File: config.mk
export PLATFORM = sky130hd
export DESIGN_NAME = utf8_text_validator_top
export DESIGN_NICKNAME = d
export VERILOG_FILES = /design/src/rtl/core/utv_pkg.sv /design/src/rtl/core/utv_decode.sv /design/src/rtl/core/utf8_text_validator_top.sv
export SDC_FILE = /design/constraint.sdc
export NUM_CORES = 1
export LEC_CHECK = 0
export ABC_AREA = 1
export BUFFER_PORTS_ARGS = -buffer_cell sky130_fd_sc_hd__buf_4
export CAP_MARGIN = 0
export CORE_UTILIZATION = 50
export CTS_CLUSTER_SIZE = 25
export DETAILED_ROUTE_END_ITERATION = 10
export GPL_ROUTABILITY_DRIVEN = 0
export PLACE_DENSITY = 0.68
export SETUP_SLACK_MARGIN = 0.15
export SYNTH_ARGS = -nofsm -noshare
export SYNTH_HDL_FRONTEND = slang
export SYNTH_SLANG_ARGS = --single-unit
File: constraint.sdc
create_clock -name clk_i -period 2.4 [get_ports clk_i]
set_clock_uncertainty 0.15 [all_clocks]
set_input_delay 0 -clock clk_i [delete_from_list [all_inputs] [get_ports clk_i]]
set_output_delay 0 -clock clk_i [all_outputs]
set_load 0.005 [all_outputs]
File: src/rtl/core/utv_pkg.sv
// ----------------------------------------------------------------------------
// utv_pkg
// shared types and constants of the utf-8 text validator
// ----------------------------------------------------------------------------
package utv_pkg;

  localparam int unsigned CpW = 21;

  // item kinds
  localparam logic KindByte = 1'b0;
  localparam logic KindEnd  = 1'b1;

  // sequence length classes (continuations in the current sequence)
  localparam logic [1:0] ClsNone  = 2'd0;
  localparam logic [1:0] ClsTwo   = 2'd1;
  localparam logic [1:0] ClsThree = 2'd2;
  localparam logic [1:0] ClsFour  = 2'd3;

  localparam logic [7:0] AsciiDel  = 8'h7f;
  localparam logic [7:0] Lead2Lo   = 8'hc2;
  localparam logic [7:0] Lead2Hi   = 8'hdf;
  localparam logic [7:0] Lead3Lo   = 8'he0;
  localparam logic [7:0] Lead3Hi   = 8'hef;
  localparam logic [7:0] Lead4Lo   = 8'hf0;
  localparam logic [7:0] Lead4Hi   = 8'hf4;

  localparam logic [CpW-1:0] CpMax      = 21'h10ffff;
  localparam logic [CpW-1:0] SurrLo     = 21'h00d800;
  localparam logic [CpW-1:0] SurrHi     = 21'h00dfff;
  localparam logic [CpW-1:0] CtlLo      = 21'h000080;
  localparam logic [CpW-1:0] CtlHi      = 21'h00009f;
  localparam logic [CpW-1:0] ZwLo       = 21'h00200b;
  localparam logic [CpW-1:0] ZwHi       = 21'h00200f;
  localparam logic [CpW-1:0] BidiLo     = 21'h002028;
  localparam logic [CpW-1:0] BidiHi     = 21'h00202e;
  localparam logic [CpW-1:0] InvisLo    = 21'h002060;
  localparam logic [CpW-1:0] InvisHi    = 21'h00206f;
  localparam logic [CpW-1:0] Bom        = 21'h00feff;
  localparam logic [CpW-1:0] Min2       = 21'h000080;
  localparam logic [CpW-1:0] Min3       = 21'h000800;
  localparam logic [CpW-1:0] Min4       = 21'h010000;

  typedef struct packed {
    logic           err;
    logic [1:0]     pend;
    logic [1:0]     cls;
    logic [CpW-1:0] acc;
  } dec_state_t;

endpackage

File: src/rtl/core/utv_decode.sv
// ----------------------------------------------------------------------------
// utv_decode
// next decoder state for one text byte
// ----------------------------------------------------------------------------
module utv_decode (
  input  utv_pkg::dec_state_t cur_i,
  input  logic [7:0]          text_byte_i,
  output utv_pkg::dec_state_t nxt_o
);

  logic [utv_pkg::CpW-1:0] cp;
  logic [utv_pkg::CpW-1:0] cp_min;
  logic                    cp_bad;

  assign cp = {cur_i.acc[utv_pkg::CpW-7:0], text_byte_i[5:0]};

  always_comb begin
    case (cur_i.cls)
      utv_pkg::ClsTwo:   cp_min = utv_pkg::Min2;
      utv_pkg::ClsThree: cp_min = utv_pkg::Min3;
      default:           cp_min = utv_pkg::Min4;
    endcase
  end

  assign cp_bad = (cp < cp_min) || (cp > utv_pkg::CpMax)
               || (cp >= utv_pkg::SurrLo  && cp <= utv_pkg::SurrHi)
               || (cp >= utv_pkg::CtlLo   && cp <= utv_pkg::CtlHi)
               || (cp >= utv_pkg::ZwLo    && cp <= utv_pkg::ZwHi)
               || (cp >= utv_pkg::BidiLo  && cp <= utv_pkg::BidiHi)
               || (cp >= utv_pkg::InvisLo && cp <= utv_pkg::InvisHi)
               || (cp == utv_pkg::Bom);

  always_comb begin
    nxt_o = cur_i;
    if (!cur_i.err) begin
      if (cur_i.pend == 2'd0) begin
        if (!text_byte_i[7]) begin
          // ascii controls, nul and del
          if (text_byte_i < 8'h20 || text_byte_i == utv_pkg::AsciiDel) begin
            nxt_o.err = 1'b1;
          end
        end else if (text_byte_i >= utv_pkg::Lead2Lo && text_byte_i <= utv_pkg::Lead2Hi) begin
          nxt_o.pend = 2'd1;
          nxt_o.cls  = utv_pkg::ClsTwo;
          nxt_o.acc  = {16'd0, text_byte_i[4:0]};
        end else if (text_byte_i >= utv_pkg::Lead3Lo && text_byte_i <= utv_pkg::Lead3Hi) begin
          nxt_o.pend = 2'd2;
          nxt_o.cls  = utv_pkg::ClsThree;
          nxt_o.acc  = {17'd0, text_byte_i[3:0]};
        end else if (text_byte_i >= utv_pkg::Lead4Lo && text_byte_i <= utv_pkg::Lead4Hi) begin
          nxt_o.pend = 2'd3;
          nxt_o.cls  = utv_pkg::ClsFour;
          nxt_o.acc  = {18'd0, text_byte_i[2:0]};
        end else begin
          nxt_o.err = 1'b1;
        end
      end else if (text_byte_i[7:6] != 2'b10) begin
        // bad continuation drops the sequence
        nxt_o.err  = 1'b1;
        nxt_o.pend = 2'd0;
      end else begin
        nxt_o.acc  = cp;
        nxt_o.pend = cur_i.pend - 2'd1;
        if (cur_i.pend == 2'd1 && cp_bad) begin
          nxt_o.err = 1'b1;
        end
      end
    end
  end

endmodule

File: src/rtl/core/utf8_text_validator_top.sv
// ----------------------------------------------------------------------------
// utf8_text_validator_top
// utf-8 text validator: one verdict per text, given at the end marker
// ----------------------------------------------------------------------------
//  channel  signals                                dir  carries
//  in       in_valid_i in_ready_o kind_i text_byte_i in  one byte or end marker
//  out      out_valid_o out_ready_i text_ok_o       out  verdict per text
//
//  one request per cycle while in_ready_o is high; a byte updates the decoder
//  state at the edge it is taken, an end marker loads the verdict register at
//  that edge and the verdict is offered from the next cycle on
//  bytes are never stalled; an end marker waits only while an untaken
//  verdict sits in the output register and out_ready_i is low
//  reset clears the decoder state, the byte count and the output valid
// ----------------------------------------------------------------------------
module utf8_text_validator_top #(
  parameter int unsigned MAX_BYTES = 64
) (
  input  logic clk_i,
  input  logic rst_ni,
  input  logic in_valid_i,
  output logic in_ready_o,
  input  logic kind_i,
  input  logic [7:0] text_byte_i,
  output logic out_valid_o,
  input  logic out_ready_i,
  output logic text_ok_o
);

  localparam int unsigned CntW = $clog2(MAX_BYTES + 1);
  localparam logic [CntW-1:0] CntMax = CntW'(MAX_BYTES);

  utv_pkg::dec_state_t st_q, st_d, dec_nxt;
  logic [CntW-1:0]     cnt_q, cnt_d;
  logic                out_valid_q, out_valid_d;
  logic                text_ok_q, text_ok_d;
  logic                in_fire;

  utv_decode u_decode (
    .cur_i       (st_q),
    .text_byte_i (text_byte_i),
    .nxt_o       (dec_nxt)
  );

  assign in_ready_o = (kind_i == utv_pkg::KindByte) || !out_valid_q || out_ready_i;
  assign in_fire    = in_valid_i && in_ready_o;

  always_comb begin
    st_d        = st_q;
    cnt_d       = cnt_q;
    out_valid_d = out_valid_q && !out_ready_i;
    text_ok_d   = text_ok_q;
    if (in_fire) begin
      if (kind_i == utv_pkg::KindByte) begin
        st_d = dec_nxt;
        if (cnt_q != CntMax) begin
          cnt_d = cnt_q + CntW'(1);
        end
      end else begin
        out_valid_d = 1'b1;
        text_ok_d   = !st_q.err && (st_q.pend == 2'd0)
                   && (cnt_q != '0) && (cnt_q != CntMax);
        st_d        = '0;
        cnt_d       = '0;
      end
    end
  end

  always_ff @(posedge clk_i or negedge rst_ni) begin
    if (!rst_ni) begin
      st_q        <= '0;
      cnt_q       <= '0;
      out_valid_q <= 1'b0;
    end else begin
      st_q        <= st_d;
      cnt_q       <= cnt_d;
      out_valid_q <= out_valid_d;
    end
  end

  always_ff @(posedge clk_i) begin
    text_ok_q <= text_ok_d;
  end

  assign out_valid_o = out_valid_q;
  assign text_ok_o   = text_ok_q;

endmodule

Word-level counts from Yosys, hierarchy flattened
Cells that the tools add are included.
{"block": "word_totals", "ff_bits": 29, "in_bits": 13, "output_inout_bits": 3, "elab_cells": 100}
{"block": "op_classes", "n_addsub": 2, "order_cmp": 19, "eq_ne": 11, "n_mux": 22, "bitwise": 1, "reduce_logical": 38}
{"operator": "25-bit two-way mux", "count": 4}
{"operator": "21-bit by 14-bit greater-or-equal comparator with 1-bit output, second input constant", "count": 3}
{"operator": "21-bit by 14-bit <= comparator with 1-bit output, second input constant", "count": 3}
{"operator": "26-bit two-way mux", "count": 2}
{"operator": "21-bit two-way mux", "count": 2}
{"operator": "17-bit case mux with 2 select lines", "count": 1}
{"operator": "8-bit greater-or-equal comparator, second input constant", "count": 3}
{"operator": "8-bit <= comparator, second input constant", "count": 3}
{"operator": "21-bit by 16-bit equality test with 1-bit output, second input constant", "count": 1}
{"operator": "21-bit by 16-bit greater-or-equal comparator with 1-bit output, second input constant", "count": 1}
{"operator": "21-bit by 8-bit greater-or-equal comparator with 1-bit output, second input constant", "count": 1}
{"operator": "21-bit > comparator, second input constant", "count": 1}
{"operator": "21-bit by 16-bit <= comparator with 1-bit output, second input constant", "count": 1}
{"operator": "21-bit by 8-bit <= comparator with 1-bit output, second input constant", "count": 1}
{"operator": "21-bit by 17-bit less-than comparator with 1-bit output", "count": 1}
{"operator": "1-bit logical AND", "count": 14}
{"operator": "7-bit two-way mux", "count": 2}
{"operator": "1-bit logical OR", "count": 10}
{"operator": "5-bit AND reduction", "count": 2}
{"operator": "8-bit by 7-bit equality test with 1-bit output, second input constant", "count": 1}
{"operator": "8-bit by 6-bit less-than comparator with 1-bit output, second input constant", "count": 1}
{"operator": "1-bit two-way mux", "count": 8}
{"operator": "7-bit by 1-bit adder with 7-bit output, second input constant", "count": 1}
{"operator": "7-bit != test, second input constant", "count": 1}
{"operator": "16 further kinds", "count": 25}

Logic depth before layout (Yosys ltp)
Gate-level depths: netlist of run 1.
{"block": "logic_depth", "depth_word": 16, "mapped_depth": 18, "ltp_nobuf": 17}

By module
Synthesis of run 1 repeated with hierarchy kept, for this count alone.
{"block": "unflattened", "hier_cells": 440, "area_unflattened_um2": 2852.7}
{"module": "utf8_text_validator_top", "instances": 1, "cells_per_inst": 189, "area_each_um2": 1542.7, "seq_area_each_um2": 880.8}
{"module": "utv_decode", "instances": 1, "cells_per_inst": 251, "area_each_um2": 1310.0, "seq_area_each_um2": 0.0}

Least setup slack after synthesis of run 1
Ideal clock, no wire load.
{"block": "synth_path", "path_kind": "reg2reg", "from": "register st_q[21] (netlist bit)", "to": "register st_q[25] (netlist bit)", "setup_ns": 0.117, "arrival_ns": 1.505, "required_time_ns": 2.133, "setup_slack_ns": 0.627, "stages_incl_launch_ff": 18, "path_buffers": 0, "synth_period_minus_slack_ns": 1.773, "path_cell_list": "dfrtp_1 inv_1 ha_1 inv_1 ha_1 nand2_1 nand3_1 nand2_1 nand2_1 nand2_1 nor2_2 nand2_1 nand2_1 nand2_1 nand2_1 nand3_1 nand3_1 nand2_1"}
{"block": "synth_via", "elab_chain_cells": 16, "word_cells_on_any_way": 17, "cone_classes": "order compare (1); eq/ne (2); mux (6); reduce/logical (8)"}
{"item": "start: declaration", "line": "utf8_text_validator_top.sv:33", "rtl": "utv_pkg::dec_state_t st_q, st_d, dec_nxt;"}
{"item": "start signal: assignment", "line": "utf8_text_validator_top.sv:75", "rtl": "st_q <= st_d;"}
{"item": "2-bit equality test / 2-bit by 1-bit equality test with 1-bit output (equally long branches)", "line": "utv_decode.sv:18", "rtl": "case (cur_i.cls)"}
{"item": "17-bit case mux with 2 select lines *", "line": "utv_decode.sv:18"}
{"item": "21-bit by 17-bit less-than comparator with 1-bit output *", "line": "utv_decode.sv:25", "rtl": "assign cp_bad = (cp < cp_min) || (cp > utv_pkg::CpMax)"}
{"item": "1-bit logical OR *", "line": "utv_decode.sv:25"}
{"item": "1-bit logical OR *", "line": "utv_decode.sv:26", "rtl": "|| (cp >= utv_pkg::SurrLo && cp <= utv_pkg::SurrHi)"}
{"item": "1-bit logical OR *", "line": "utv_decode.sv:27", "rtl": "|| (cp >= utv_pkg::CtlLo && cp <= utv_pkg::CtlHi)"}
{"item": "1-bit logical OR *", "line": "utv_decode.sv:28", "rtl": "|| (cp >= utv_pkg::ZwLo && cp <= utv_pkg::ZwHi)"}
{"item": "1-bit logical OR *", "line": "utv_decode.sv:29", "rtl": "|| (cp >= utv_pkg::BidiLo && cp <= utv_pkg::BidiHi)"}
{"item": "1-bit logical OR *", "line": "utv_decode.sv:30", "rtl": "|| (cp >= utv_pkg::InvisLo && cp <= utv_pkg::InvisHi)"}
{"item": "1-bit logical OR *", "line": "utv_decode.sv:31", "rtl": "|| (cp == utv_pkg::Bom);"}
{"item": "1-bit logical AND *", "line": "utv_decode.sv:64", "rtl": "if (cur_i.pend == 2'd1 && cp_bad) begin"}
{"item": "1-bit two-way mux *", "line": "utv_decode.sv:64"}
{"item": "3-bit two-way mux *", "line": "utv_decode.sv:57", "rtl": "end else if (text_byte_i[7:6] != 2'b10) begin"}
{"item": "3-bit two-way mux *", "line": "utv_decode.sv:36", "rtl": "if (cur_i.pend == 2'd0) begin"}
{"item": "26-bit two-way mux *", "line": "utv_decode.sv:35", "rtl": "if (!cur_i.err) begin"}
{"item": "26-bit two-way mux *", "line": "utf8_text_validator_top.sv:54", "rtl": "if (kind_i == utv_pkg::KindByte) begin"}
Mark *: on every way between the ends. The rest lies on a longest branch, timed or not. The select of a mux whose other input is x is not followed.
A chain may end at the register's enable or synchronous reset.

Final worst setup path of run 1
{"block": "layout_path", "from": "input text_byte_i[0]", "to": "register st_q[25] (netlist bit)"}
{"block": "layout_via", "elab_chain_cells": 14, "word_cells_on_any_way": 48, "cone_classes": "order compare (19); eq/ne (2); mux (10); reduce/logical (17)"}
{"item": "start: declaration", "line": "utf8_text_validator_top.sv:24", "rtl": "input logic [7:0] text_byte_i,"}
{"item": "21-bit by 17-bit less-than comparator with 1-bit output, or another cell as far along", "line": "utv_decode.sv:25"}
{"item": "1-bit logical OR / 1-bit logical AND (equally long branches)", "line": "utv_decode.sv:25, utv_decode.sv:26"}
{"item": "1-bit logical OR", "line": "utv_decode.sv:26"}
{"item": "1-bit logical OR", "line": "utv_decode.sv:27"}
{"item": "1-bit logical OR", "line": "utv_decode.sv:28"}
{"item": "1-bit logical OR", "line": "utv_decode.sv:29"}
{"item": "1-bit logical OR", "line": "utv_decode.sv:30"}
{"item": "1-bit logical OR", "line": "utv_decode.sv:31"}
{"item": "1-bit logical AND", "line": "utv_decode.sv:64"}
{"item": "1-bit two-way mux", "line": "utv_decode.sv:64"}
{"item": "3-bit two-way mux", "line": "utv_decode.sv:57"}
{"item": "3-bit two-way mux *", "line": "utv_decode.sv:36"}
{"item": "26-bit two-way mux *", "line": "utv_decode.sv:35"}
{"item": "26-bit two-way mux *", "line": "utf8_text_validator_top.sv:54"}
Marks and branches as above.

==> key figures, run 1 <==
Logic synthesis
  – Yosys cell types: 30
  – Net Count, Synth: 348
  – Synth Flop Type: dfrtp_1
  – Mapped Area: 0.00220 sq mm
  – Commonest cells in the netlist: nand2_1, nand3_1, inv_1, nor2_1, dfrtp_1
  – Most frequent cell after synthesis: nand2_1
  – Count of state elements after synthesis: 29
  – FFs w/ async S/R, synth: 0.966
  – Synth top area share: 0.319
  – Syn. warnings: 0
  – Syn Inst Count: 327
  – Mapped Avg Cell Area: roughly 6.7 sq um
  – Largest area contributor in the synthesized netlist: dfrtp_1
  – EDFF count, synth: 1
  – Synth top area cells: dfrtp_1, nand2_1, nand3_1, inv_1, nor2_1
  – Sequential share of the synthesized area: 0.333

Final layout
  – Layout cells sized above 1: 0.152
  – Fillers: between 300 and 400
  – Area growth from synthesis to layout: 16.8%
  – Nets: between 300 and 400
  – Number of diodes: 0
  – Reg area: 732 sq um
  – Multi-input gate area: between 0.001 and 0.0015 sq mm

Global route
  – Global Route Usage Sum: 0.260
  – Vias in the first global route: approximately 2.0k
  – Grt ovf: 0
  – Largest net degree at the start of global routing: 29
  – First-pass GRT wire length: 8830 microns
  – Initial antenna violation count: 0

Power and ir drop
  – Int Pwr: approximately 1.3 mW
  – Net Sw Frac: 0.434
  – Part of the power in combinational logic: 0.467
  – Flop pwr share: 0.305
  – PwrDens: 906 mW/mm^2
  – Clock power frac: 0.228
  – Worst vdd ir: approximately 580 uV
  – Leakage: between 1 and 1.5 nW
  – Sw Pwr: 1.01 mW

Worst setup path
  – Worst path slowest cell: dlygate4sd3_1
  – CP startpoint kind: input pin
  – CP Buf/Inv Count: 2
  – CP Capture Type: flop
  – CP Max Fanout: 5
  – CP arrival: between 2 and 2.5 ns
  – Setup CP Type: input pin to flop
  – Crit-path cells: dlygate4sd3_1, buf_4, nand2_1, nor2_1, nand3_1, nand2_1, nand2_1, nand2_1, nand3_1, nor2_2, nand2_1, nand2_1, nand2_1, nand2_1, nand3_1, nand3_1, nand2_1
  – Reg2reg setup slack: 0.34 ns
  – Cell mode on critical path: nand2_1
  – Max incr delay on CP: roughly 0.55 ns
  – WP data required: between 2 and 2.5 ns
  – CP top delay family: simple AND/OR/NAND/NOR gates

CTS
  – Clock-pin slew of the registers on the worst-case setup and hold paths: 0.07 ns
  – Setup Fix Bufs, Post-CTS: 0
  – Root Buffer: clkbuf_8
  – CTS Buf Count: 5
  – Worst-Skew Late Latency: approximately 0.28 ns
  – H-Tree Depth: 2
  – CTS Sinks: 29
  – CTS tree: done
  – Bufs on Longest Clock Path: 2

Placed design
  – Post-DP HPWL: approximately 4000 microns
  – Port Buffer Count: 15

STA
  – TNS Setup: 0 ns
  – Fin crit share: 0.856
  – Final min period: 2.06 ns
  – # setup viols final: 0
  – Slew HR: 0.616
  – Final hold violations: 0
  – Hold Slack: approximately 0.02 ns
  – RSZ-0062 raised after global routing: no
  – FMAX: between 400 and 500 MHz
  – Worst Tran Pin Value: between 0.5 and 0.6 ns
  – Fin. max-slew vios: 0

Run status
  – Status: complete, no violations

Floorplan
  – Ports: 16
  – Initial Util: 0.534
  – Die Ht: 68.3 microns
  – Die width: between 60 and 70 microns
  – Number of core rows: 23
  – Placeable core area: between 0.004 and 0.005 sq mm
  – Die area: about 0.0047 sq mm

Route
  – Routed WL per cell: around 13 microns
  – DR vias: around 2.2k
  – DR vias/cell: 5.31
  – Pre-Repair DR Iteration Count: 4
  – Routed Antenna Nets: 0
  – Routed wire length: approximately 5200 microns
  – Initial DRC Count: 159
  – DRC viols: 0

Min path
  – Min-delay worst type: input pin to async pin

Run
  – Max_cap viols: 0
-- registers in the layout, indices dropped and copies added (netlist names) --
register	flops
cnt_q	7
out_valid_o	1
st_q	20
text_ok_o	1
-- stage by stage --
step                      instances  setup WS, ns  total power, mW  area (sq um)  utilization
final                           406         0.345             2.33          2570        0.624
after global routing            406         0.156             2.54          2570        0.624
after CTS                       406         0.362             2.32          2560        0.622
after detailed placement        388         0.426             1.76          2340        0.569
after global placement          388         0.417             1.75          2340        0.569
after floorplan                 327         0.627             1.50          2200            -
-- per-layer routing --
layer	GRT usage	up-vias	wire length [microns]
met3	0.0600	7	223
met2	0.429	47	2510
met1	0.337	990	2470
met5	0	-	0
met4	0.0781	0	46
li1	-	1111	-
-- placed cells by master, fill, tap and decap left out, types with 2 or more instances in the layout --
cell type	count
nand2_1	71
nand3_1	47
inv_1	44
nor2_1	38
dfrtp_1	27
buf_4	18
o21ai_1	16
o21ai_0	13
dlygate4sd3_1	10
ha_1	8
nor3_1	7
inv_2	7
nor2_2	6
clkbuf_8	6
nand4_1	5
a21oi_1	5
nor2_4	5
nand2_2	4
nand3b_1	2
clkinv_1	2
o2111ai_1	2
a31oi_1	2
-- worst reg2reg max path, delay by kind of cell, from the launching register on --
| family | cells | cell delay (ns) |
|---|---|---|
| AND/OR/NAND/NOR | 13 | 0.85 |
| buffers and inverters | 2 | 0.13 |
| adder cells (fa/ha/maj) | 2 | 0.41 |
| flip-flops | 1 | 0.39 |
-- worst paths after layout --
| kind | start | endpoint | cells past startpoint |
|---|---|---|---|
| max reg2reg | st_q[21]$_DFFE_PN0P_ | st_q[25]$_DFFE_PN0P_ | 17 |
| min reg2reg | out_valid_o$_DFF_PN0_ | out_valid_o$_DFF_PN0_ | 2 |
| max | text_byte_i[0] | st_q[25]$_DFFE_PN0P_ | 17 |
| min in group clk_i | text_byte_i[7] | st_q[25]$_DFFE_PN0P_ | 5 |
| max in group asynchronous | rst_ni | st_q[6]$_DFFE_PN0P_ | 2 |
| min | rst_ni | st_q[14]$_DFFE_PN0P_ | 2 |
-- cell type report --
type	count	share of cell area
Clock inverter	2	0.0146
Tap cell	50	0.0244
Clock buffer	6	0.0322
Sequential cell	29	0.285
Multi-Input combinational cell	237	0.471
Inverter	54	0.0809
Timing Repair Buffer	28	0.0917
-- power by group through the flow --
stage | clock [mW] | sequential, mW | combinational [mW]
3_5_place_dp | 0 | 0.710 | 1.05
6_report | 0.530 | 0.709 | 1.09
2_1_floorplan | 0 | 0.679 | 0.823
4_1_cts | 0.540 | 0.702 | 1.07
5_1_grt | 0.564 | 0.723 | 1.25
3_3_place_gp | 0 | 0.710 | 1.04
-- cell families (layout without fill, tap and decap cells) --
logic type | count (synthesis) | after routing | synth area share
and+or+nand+nor | 186 | 186 | 0.387
buffers and inverters | 61 | 90 | 0.120
AOI/OAI and AO/OA | 43 | 43 | 0.116
DFF | 29 | 29 | 0.333
adders and majority gates | 8 | 8 | 0.0456
-- what timing repair did --
| item | in CTS | in global routing |
|---|---|---|
| hold buffers | 10 | 0 |
| setup endpoints to repair | 0 | 1 |
| gates resized for setup | 0 | 2 |
| endpoints found under the hold margin | 38 | 0 |
(Power assumes the default switching activity.)
==> run 2: changes to the inputs <==
PLACE_DENSITY = 0.67   (was 0.68)
SYNTH_HIERARCHICAL = 1   (was not set)
==> run 2 against run 1 <==
- total power shrank 19%
- clock power shrank 23%
- sequential cell count stayed put
- register-to-register slack worse by 0.06 ns
- cell count grew 22%
- largest cell class unchanged
- highest routed layer unchanged
==> key figures, run 2 <==
STA
  – Final min period: 2.11 ns (+0.0569 ns)
  – # setup viols final: 0 (unchanged)
  – Final hold violations: 0 (unchanged)
  – FMAX: 474 MHz (-2.7%)
  – RSZ-0062 raised after global routing: yes
  – Slew HR: 0.661 (+0.0446)
  – Worst Tran Pin Value: 0.507 ns (-0.0666 ns)
  – Fin crit share: 0.880 (+0.0237)
  – TNS Setup: 0 ns (unchanged)
  – Fin. max-slew vios: 0 (unchanged)

Floorplan
  – Die Ht: 73.4 microns (+7.5%)
  – Number of core rows: 25 (+8.7%)
  – Die area: 0.00539 sq mm (+16%)
  – Placeable core area: 0.00482 sq mm (+17%)
  – Ports: 16 (unchanged)
  – Die width: 73.4 microns (+7.5%)
  – Initial Util: 0.529 (-0.00455)

Global route
  – Initial antenna violation count: 0 (unchanged)
  – M3 GR Usage: 0.0508 (-0.00925)
  – Vias in the first global route: 2395 (+22%)
  – Met1 usage: 0.346 (+0.00884)
  – Gr busiest metal: met2
  – GR Util met2: 0.439 (+0.0104)
  – Grt ovf: 0 (unchanged)
  – Global Route Usage Sum: 0.263 (+0.00244)
  – First-pass GRT wire length: 10900 microns (+23%)
  – Largest net degree at the start of global routing: 29 (unchanged)

Worst setup path
  – CP Buf/Inv Count: 2 (unchanged)
  – Worst path depth: 15 (-2)
  – Critical Path Start: st_q[21]$_DFFE_PN0P_
  – Reg2reg setup slack: 0.29 ns (-0.06 ns)
  – Max incr delay on CP: 0.38 ns (-0.17 ns)
  – Cell mode on critical path: nand2_1
  – Register-to-Register Path Depth: 15 (-2)
  – Setup CP Type: flop to flop
  – Crit-path cells: inv_1, ha_1, inv_1, ha_1, nand2_1, o21ai_0, nor2_1, nand2_1, nand3_1, a21oi_2, nand2_1, nand2_1, nand2_1, nand2_1, o21ai_1
  – CP startpoint kind: flop
  – CP top delay family: adder cells
  – CP arrival: 2.13 ns (+0.05 ns)
  – Worst path slowest cell: dfrtp_1
  – Crit path capture: st_q[25]$_DFFE_PN0P_
  – CP Max Fanout: 4 (-1)
  – Worst flop-to-flop path endpoint: st_q[25]$_DFFE_PN0P_
  – RR Startpoint: st_q[21]$_DFFE_PN0P_
  – WP data required: 2.42 ns (about the same)
  – CP Capture Type: flop

Power and ir drop
  – Leakage: 1.47 nW (+16%)
  – Pwr Total: 1.89 mW (-19%)
  – Part of the power in combinational logic: 0.455 (-0.012)
  – Clock power frac: 0.217 (-0.011)
  – PwrDens: 656 mW/mm^2 (-28%)
  – Flop pwr share: 0.328 (+0.023)
  – Int Pwr: 1.08 mW (-18%)
  – Net Sw Frac: 0.429 (-0.00565)
  – Worst vdd ir: 403 uV (-30%)
  – Sw Pwr: 0.808 mW (-20%)

Final layout
  – Area growth from synthesis to layout: 12.7%
  – Most common cell after layout, fill and taps aside: nand2_1
  – Number of diodes: 0 (unchanged)
  – Multi-input gate area: 0.00155 sq mm (+28%)
  – Top Registers: st_q (20), cnt_q (7)
  – Biggest register: st_q
  – Fillers: 477 (+26%)
  – Most frequent cells in the layout: nand2_1, nor2_1, inv_1, nand3_1, dfrtp_1
  – Reg area: 731 sq um (-0.17%)
  – Layout cells sized above 1: 0.138 (-0.0138)
  – Nets: 449 (+19%)
  – Largest register FFs: 20 (unchanged)

Logic synthesis
  – Syn. warnings: 6 (+6)
  – Mapped Avg Cell Area: 6.31 sq um (-6.1%)
  – Net Count, Synth: 425 (+22%)
  – Mapped Area: 0.00255 sq mm (+16%)
  – Syn Inst Count: 404 (+24%)

CTS
  – H-Tree Depth: 2 (unchanged)
  – Clock-pin slew of the registers on the worst-case setup and hold paths: 0.07 ns (about the same)
  – CTS Sinks: 29 (unchanged)
  – CTS Buf Count: 5 (unchanged)
  – Root Buffer: clkbuf_8
  – CTS tree: done
  – Bufs on Longest Clock Path: 2 (unchanged)
  – Worst-Skew Late Latency: 0.28 ns (about the same)

Route
  – DRC viols: 0 (unchanged)
  – Routed WL per cell: 13.3 microns (+2.9%)
  – DR vias/cell: 5.33 (+0.44%)
  – Routed Antenna Nets: 0 (unchanged)
  – Pre-Repair DR Iteration Count: 5 (+1)
  – DR vias: 2639 (+22%)
  – Initial DRC Count: 170 (+6.9%)
  – Routed wire length: 6580 microns (+25%)

Run status
  – Status: complete, no violations

Run
  – Max_cap viols: 0 (unchanged)

Placed design
  – Post-DP HPWL: 4910 microns (+24%)
  – Port Buffer Count: 15 (unchanged)

Min path
  – Min-delay worst type: input pin to async pin
[run 2: final cells by class]
type,count,share of cell area
inverter,59,0.0771
clock buffer,7,0.0300
multi-input combinational,308,0.540
timing repair buffer,25,0.0697
sequential,29,0.254
tap,67,0.0292
[run 2: power groups by stage]
stage / clock, mW / sequential (mW) / combinational, mW
finish: 0.410 / 0.618 / 0.858
global route: 0.438 / 0.626 / 0.960
CTS: 0.419 / 0.616 / 0.832
detailed placement: 0 / 0.624 / 0.823
global placement: 0 / 0.624 / 0.818
floorplan: 0 / 0.610 / 0.633
[run 2: layer usage]
layer | wire [microns] | vias up
li1 | - | 1344
met1 | 3020 | 1197
met2 | 3060 | 92
met3 | 431 | 6
met4 | 71 | 0
met5 | 0 | -
[run 2: worst register-to-register path, cell delays in order (launching register included)]
cell     delay, ns
dfrtp_1       0.38
inv_1         0.06
ha_1          0.27
inv_1         0.04
ha_1          0.30
nand2_1       0.06
o21ai_0       0.14
nor2_1        0.05
nand2_1       0.07
nand3_1       0.09
a21oi_2       0.12
nand2_1       0.06
nand2_1       0.06
nand2_1       0.04
nand2_1       0.06
o21ai_1       0.06
[run 2: timing repair]
item	CTS	global route
hold buffers	5	0
endpoints found under the setup margin	0	2
gates resized for setup	0	3
endpoints found under the hold margin	34	0
buffers inserted	0	2
[run 2: worst min-delay path by stage]
| stage | from | endpoint | slack [ns] | cells after the start |
|---|---|---|---|---|
| after floorplan | rst_ni | cnt_q[0]$_DFFE_PN0P_ | -0.45 | 0 |
| after global routing | text_byte_i[0] | st_q[0]$_DFFE_PN0P_ | 0.06 | 5 |
| final | rst_ni | st_q[9]$_DFFE_PN0P_ | 0.03 | 2 |
| after detailed placement | rst_ni | st_q[13]$_DFFE_PN0P_ | -0.20 | 1 |
| after global placement | rst_ni | st_q[10]$_DFFE_PN0P_ | -0.20 | 1 |
| after CTS | text_byte_i[0] | st_q[0]$_DFFE_PN0P_ | 0.02 | 5 |
[run 2: metrics by stage]
step	cells	worst slack (ns)	instance area, sq um	util	hold WS, ns
after floorplan	404	0.467	2550	-	-0.446
after global placement	481	0.348	2710	0.563	-0.198
after detailed placement	481	0.315	2710	0.563	-0.199
after CTS	493	0.305	2850	0.592	0.0190
after global routing	495	0.112	2870	0.597	0.0639
final	495	0.288	2870	0.597	0.0308
